$ cat config.mk
export PLATFORM = sky130hd
export DESIGN_NAME = s512_sched
export DESIGN_NICKNAME = d
export VERILOG_FILES = /design/src/rtl/core/s512_pkg.sv /design/src/rtl/core/s512_sched.sv
export SDC_FILE = /design/constraint.sdc
export NUM_CORES = 2
export LEC_CHECK = 0
export BUFFER_PORTS_ARGS = -buffer_cell sky130_fd_sc_hd__buf_2
export CAP_MARGIN = 20
export CORE_ASPECT_RATIO = 0.7
export CORE_MARGIN = 2
export CORE_UTILIZATION = 55
export DETAILED_ROUTE_END_ITERATION = 10
export GPL_ROUTABILITY_DRIVEN = 0
export PLACE_DENSITY = 0.74
export SYNTH_ARGS = -nofsm -noshare
export SYNTH_HDL_FRONTEND = slang
export SYNTH_SLANG_ARGS = --single-unit
$ cat constraint.sdc
create_clock -name clk_i -period 15.8 [get_ports clk_i]
set_input_delay 3.16 -clock clk_i [delete_from_list [all_inputs] [get_ports clk_i]]
set_output_delay 3.16 -clock clk_i [all_outputs]
set_load 0.01 [all_outputs]
$ cat src/rtl/core/s512_pkg.sv
`timescale 1ns / 1ps

package s512_pkg;

  typedef struct packed {
    logic [7:0] data_byte;
    logic       byte_valid;
    logic       last;
  } s512_in_t;

  typedef struct packed {
    logic [63:0] digest_word;
    logic [2:0]  word_index;
    logic        last_word;
    logic        length_error;
  } s512_out_t;

  typedef enum logic [2:0] {
    ST_IDLE,
    ST_PAD,
    ST_LEN,
    ST_COMP,
    ST_ADD,
    ST_OUT
  } s512_state_e;

  // control from the sequencer to the block buffer / schedule
  typedef struct packed {
    logic       push;
    logic [7:0] push_byte;
    logic       step;
  } s512_sched_ctl_t;

  localparam int unsigned NumRounds = 80;
  localparam logic [7:0]  PadByte   = 8'h80;
  localparam logic [6:0]  LenStart  = 7'd112;

  localparam logic [7:0][63:0] InitHash = {
    64'h5BE0CD19137E2179, 64'h1F83D9ABFB41BD6B,
    64'h9B05688C2B3E6C1F, 64'h510E527FADE682D1,
    64'hA54FF53A5F1D36F1, 64'h3C6EF372FE94F82B,
    64'hBB67AE8584CAA73B, 64'h6A09E667F3BCC908
  };

  function automatic logic [63:0] rotr(input logic [63:0] x, input int unsigned n);
    rotr = (x >> n) | (x << (64 - n));
  endfunction

  function automatic logic [63:0] round_k(input logic [6:0] idx);
    logic [63:0] k;
    unique case (idx)
      7'd0:  k = 64'h428A2F98D728AE22;  7'd1:  k = 64'h7137449123EF65CD;
      7'd2:  k = 64'hB5C0FBCFEC4D3B2F;  7'd3:  k = 64'hE9B5DBA58189DBBC;
      7'd4:  k = 64'h3956C25BF348B538;  7'd5:  k = 64'h59F111F1B605D019;
      7'd6:  k = 64'h923F82A4AF194F9B;  7'd7:  k = 64'hAB1C5ED5DA6D8118;
      7'd8:  k = 64'hD807AA98A3030242;  7'd9:  k = 64'h12835B0145706FBE;
      7'd10: k = 64'h243185BE4EE4B28C;  7'd11: k = 64'h550C7DC3D5FFB4E2;
      7'd12: k = 64'h72BE5D74F27B896F;  7'd13: k = 64'h80DEB1FE3B1696B1;
      7'd14: k = 64'h9BDC06A725C71235;  7'd15: k = 64'hC19BF174CF692694;
      7'd16: k = 64'hE49B69C19EF14AD2;  7'd17: k = 64'hEFBE4786384F25E3;
      7'd18: k = 64'h0FC19DC68B8CD5B5;  7'd19: k = 64'h240CA1CC77AC9C65;
      7'd20: k = 64'h2DE92C6F592B0275;  7'd21: k = 64'h4A7484AA6EA6E483;
      7'd22: k = 64'h5CB0A9DCBD41FBD4;  7'd23: k = 64'h76F988DA831153B5;
      7'd24: k = 64'h983E5152EE66DFAB;  7'd25: k = 64'hA831C66D2DB43210;
      7'd26: k = 64'hB00327C898FB213F;  7'd27: k = 64'hBF597FC7BEEF0EE4;
      7'd28: k = 64'hC6E00BF33DA88FC2;  7'd29: k = 64'hD5A79147930AA725;
      7'd30: k = 64'h06CA6351E003826F;  7'd31: k = 64'h142929670A0E6E70;
      7'd32: k = 64'h27B70A8546D22FFC;  7'd33: k = 64'h2E1B21385C26C926;
      7'd34: k = 64'h4D2C6DFC5AC42AED;  7'd35: k = 64'h53380D139D95B3DF;
      7'd36: k = 64'h650A73548BAF63DE;  7'd37: k = 64'h766A0ABB3C77B2A8;
      7'd38: k = 64'h81C2C92E47EDAEE6;  7'd39: k = 64'h92722C851482353B;
      7'd40: k = 64'hA2BFE8A14CF10364;  7'd41: k = 64'hA81A664BBC423001;
      7'd42: k = 64'hC24B8B70D0F89791;  7'd43: k = 64'hC76C51A30654BE30;
      7'd44: k = 64'hD192E819D6EF5218;  7'd45: k = 64'hD69906245565A910;
      7'd46: k = 64'hF40E35855771202A;  7'd47: k = 64'h106AA07032BBD1B8;
      7'd48: k = 64'h19A4C116B8D2D0C8;  7'd49: k = 64'h1E376C085141AB53;
      7'd50: k = 64'h2748774CDF8EEB99;  7'd51: k = 64'h34B0BCB5E19B48A8;
      7'd52: k = 64'h391C0CB3C5C95A63;  7'd53: k = 64'h4ED8AA4AE3418ACB;
      7'd54: k = 64'h5B9CCA4F7763E373;  7'd55: k = 64'h682E6FF3D6B2B8A3;
      7'd56: k = 64'h748F82EE5DEFB2FC;  7'd57: k = 64'h78A5636F43172F60;
      7'd58: k = 64'h84C87814A1F0AB72;  7'd59: k = 64'h8CC702081A6439EC;
      7'd60: k = 64'h90BEFFFA23631E28;  7'd61: k = 64'hA4506CEBDE82BDE9;
      7'd62: k = 64'hBEF9A3F7B2C67915;  7'd63: k = 64'hC67178F2E372532B;
      7'd64: k = 64'hCA273ECEEA26619C;  7'd65: k = 64'hD186B8C721C0C207;
      7'd66: k = 64'hEADA7DD6CDE0EB1E;  7'd67: k = 64'hF57D4F7FEE6ED178;
      7'd68: k = 64'h06F067AA72176FBA;  7'd69: k = 64'h0A637DC5A2C898A6;
      7'd70: k = 64'h113F9804BEF90DAE;  7'd71: k = 64'h1B710B35131C471B;
      7'd72: k = 64'h28DB77F523047D84;  7'd73: k = 64'h32CAAB7B40C72493;
      7'd74: k = 64'h3C9EBE0A15C9BEBC;  7'd75: k = 64'h431D67C49C100D4C;
      7'd76: k = 64'h4CC5D4BECB3E42B6;  7'd77: k = 64'h597F299CFC657E2A;
      7'd78: k = 64'h5FCB6FAB3AD6FAEC;  7'd79: k = 64'h6C44198C4A475817;
      default: k = 64'h0;
    endcase
    return k;
  endfunction

endpackage

$ cat src/rtl/core/s512_sched.sv
`timescale 1ns / 1ps

module s512_sched (
  input  logic                      clk_i,
  input  s512_pkg::s512_sched_ctl_t ctl_i,
  output logic [63:0]               w_o
);

  logic [1023:0] buf_q, buf_d;
  logic [63:0]   w1, w9, w14, w_new;

  assign w_o = buf_q[1023 -: 64];
  assign w1  = buf_q[1023 - 64 -: 64];
  assign w9  = buf_q[1023 - 9 * 64 -: 64];
  assign w14 = buf_q[1023 - 14 * 64 -: 64];

  assign w_new = (s512_pkg::rotr(w14, 19) ^ s512_pkg::rotr(w14, 61) ^ (w14 >> 6))
               + w9
               + (s512_pkg::rotr(w1, 1) ^ s512_pkg::rotr(w1, 8) ^ (w1 >> 7))
               + w_o;

  // bytes shift in at the bottom; a full block has byte 0 at the top
  always_comb begin
    buf_d = buf_q;
    if (ctl_i.push) begin
      buf_d = {buf_q[1015:0], ctl_i.push_byte};
    end else if (ctl_i.step) begin
      buf_d = {buf_q[959:0], w_new};
    end
  end

  always_ff @(posedge clk_i) begin
    buf_q <= buf_d;
  end

endmodule

# After elaboration in Yosys (flattened, before gate mapping)
# Index checks and enable logic that the tools add are counted.
# classes
add_sub_neg	3
mux	2
n_bitwise	8
reduce_logical	1
# ops
operator	n
1024-bit two-way mux	2
64-bit adder	3
64-bit XOR	2
3-bit by 64-bit OR with 64-bit output	1
45-bit by 64-bit OR with 64-bit output	1
56-bit by 64-bit OR with 64-bit output	1
63-bit by 64-bit OR with 64-bit output	1
64-bit by 57-bit XOR with 64-bit output	1
64-bit by 58-bit XOR with 64-bit output	1
2-bit nonzero test	1
# totals
register_bits	1024
input_bits	11
output_inout_bits	64
wordCells	15

# Depth between registers and ports, before layout
# logic_depth
ltp_word	8
mapped_depth	15
ltp_nobuf	15

# Worst setup path after synthesis
# OpenSTA, ideal clock, no wires.
# synth_timing
path_kind	input port to flip-flop
from	input port ctl_i[9] in the netlist's numbering
to	register buf_q[0], enable pin
setup_ps	979
arrival_time_ps	16201
t_required_ps	14821
slack_ps	-1380
path_stages	4
n_path_buf	3
path_cell_list	buf_1 clkbuf_1 buf_1 or2_2
# synth_via
elab_chain_cells	1
# synth_rtl
element	line	source
start: declaration	s512_sched.sv:5	input s512_pkg::s512_sched_ctl_t ctl_i,
2-bit nonzero test (no source line)	-	
end signal: assignment	s512_sched.sv:33	buf_q <= buf_d;
end: declaration	s512_sched.sv:9	logic [1023:0] buf_q, buf_d;
# No other way between the ends.
# A chain may end at the register's enable or synchronous reset.

# Worst setup path after layout
# layout_timing
from	input port ctl_i[9] in the netlist's numbering
to	register buf_q[854] (data pin)
# layout_via
elab_chain_cells	1
# layout_rtl
element	line	source
1024-bit two-way mux	s512_sched.sv:25	if (ctl_i.push) begin
net buf_d[854]	s512_sched.sv:9	
# The timed path passes the listed nets, and every way through them passes these cells.

==> qor.yml <==
status: "finished, final reports clean"
grt_overflow: 0
core_um2: 95570
yosysTopAreaCellShare_pct: 58.18
num-fill-cells: 7371
antenna_found_initial: 7
cp.required_ns: 16.26
clock-sinks: 1024
worst_pin_slew_ns: 1.072
yosysMostFrequentCell: "edfxtp_1"
synth_xor_area_share_pct: 4.740
synth_top_cell_by_area: "edfxtp_1"
r2r-end: "buf_q[39]"
grt_pass1_vias: 28560
clkTransAtPathRegs_ns: 0.06
dieWidth_um: 374.5
drc: 0
maxCapViolCount: 0
synth_top_family_by_area: "multiplexers"
ys_warn_count: 0
drt_iter0_drc: 4088
place_ws_ns: 8.330
hold_depth: 2
ant_nets: 0
ys_ff_latch: 1024
worstPathArrival_ns: 7.29
regMostFlops: "buf_q"
post_cts.repair.setup_buffers: 0
fmax_mhz: 146.4
fin_skew_ns: 0.02733
dieArea_um2: 98630
initial_utilization_pct: 55.30
die_h_um: 263.4
muxShareOfSynthArea_pct: 19.26
drt-total-wl_um: 131000
clockBufferDepth: 3
cts_buffers: 96
synth-compound-area-share_pct: 4.271
drt_pass1_iterations: 6
clk_latency_ns: 0.71
synthSimpleGateAreaFrac_pct: 3.139
port-buffer-count: 74
synth_ff_type: "edfxtp_1"
synth_cell_types: 86
ctsHoldBuffers: 0
yosys-top-cells-count: "edfxtp_1 (1,024), mux2_2 (902), inv_1 (262)"
ctsResizeCount: 0
synth_cells: 3614
ff2ff_path_depth: 14
r2r_start: "buf_q[92]"
setup_viol: 0
grt_max_degree: 187
cts_tree: "yes"
relSlewSlack_pct: 28.53
num_vias: 29610
crit_path_start_kind: "primary input"
drive_above_1_share_pct: 31.96
hold_start: "buf_q[39]"
min_path_type: "reg2reg"
setup_slack_ns: 8.967
largest_reg_flops: 1024
cts_htree_levels: 3
grt_first_pass_wirelength_um: 188400
io_pins: 75
top_regs: "buf_q: 1024 flops"
syn_nets: 3814
gr-usage-all-layers_pct: 26.34
crit_fanout: 81
rsz0062_at_grt: "false"
vias_per_cell: 5.999
drv_slew: 0
wl_per_cell_um: 26.55
cts-root-buf: "clkbuf_16"
hpwl_um: 95260
end_kind: "flop"
whs_endpoint: "buf_q[47]"
setup_tns_ns: 0
hold_viol: 0
area_growth_pct: 7.682
synth_edf_count: 1024
worstSetupPathType: "in2reg"
fin_crit_ns: 6.833
r2r_slack_ns: 9.65
fin_nets: 3796
syn_area_per_cell_um2: 14.62
rows: 95
synthArstFlopShare_pct: 0
post-route-period-util_pct: 43.24
synthAdderAreaFrac_pct: 6.264
yosysSeqAreaShare_pct: 58.18
yosys-top-cells-area: "edfxtp_1 (58%), mux2_2 (19%), fa_1 (4.8%)"
syn_area_um2: 52850
logic make-up (layout without fill, tap and decap cells):
kind of cell             Yosys count  count (layout)
AO/OA/AOI/OAI                    366             366
XOR/XNOR                         286             286
adder cells (fa/ha/maj)          189             189
buffers and inverters            485             544
flip-flops                      1024            1024
multiplexers                     904             904
other                              0               1
AND/OR/NAND/NOR                  360             360
worst max-delay path, stage by stage:
cell and delay (ns):
buf_8 0.41, buf_4 0.69, buf_4 0.82, buf_4 0.81, buf_4 0.78, mux2_2 0.41
stage by stage:
step                utilization, %  cell area (um2)  hold WS [ns]  instances
global route                 59.55            56910        0.5790       4934
CTS                          59.49            56850        0.5506       4932
detailed placement           56.37            53870        0.5370       4757
floorplan                        -            52850        0.5086       3614
finish                       59.55            56910        0.5455       4935
global placement             56.37            53870        0.5354       4757
cell type report:
| cell class | instances | area (um2) | area share (%) |
|---|---|---|---|
| timing repair buffer | 106 | 698.2 | 1.227 |
| tap | 1261 | 1578 | 2.772 |
| antenna | 1 | 2.502 | 0.004397 |
| inverter | 263 | 987.2 | 1.735 |
| multi-input combinational | 2105 | 19910 | 34.99 |
| clock buffer | 121 | 2517 | 4.423 |
| clock inverter | 54 | 466.7 | 0.8201 |
| sequential | 1024 | 30750 | 54.03 |
worst max-delay path by stage:
stage	startpoint	to	slack [ns]	cells after the start
floorplan	ctl_i[9]	buf_q[0]	3.87	4
global placement	ctl_i[9]	buf_q[902]	8.33	6
global route	ctl_i[9]	buf_q[333]	8.75	6
detailed placement	ctl_i[9]	buf_q[277]	8.33	6
CTS	ctl_i[9]	buf_q[277]	9.04	6
finish	ctl_i[9]	buf_q[854]	8.97	6
cell usage in the layout, fill, tap and decap left out, drive strengths merged, types with 5 or more instances in the layout:
cell,instances
o211ai,7
xor2,115
a21oi,91
and2,5
a31oi,5
nand2,174
mux2,902
nand4,26
clkinvlp,6
a21o,21
nor2,66
nand2b,5
o21bai,10
nor4,10
ha,63
bufinv,5
or2,7
edfxtp,1024
nand3,16
o31ai,8
buf,106
fa,126
nor3,23
a211o,6
a211oi,9
inv,273
or3,7
o21a,17
o21ai,153
xnor2,171
clkbuf,121
clkinv,33
per-layer routing:
layer / track usage [%] / share of wire (%) / up-vias
met5: 1.451 / 0.16 / -
met4: 6.877 / 2.6 / 2
met3: 12.62 / 14 / 217
met2: 33.77 / 39 / 1398
met1: 39.36 / 43 / 14840
li1: - / - / 13150
Power is left out: the tool's default activity adds up to more than one toggle a clock period on the data nets, which glitch-free logic cannot reach.
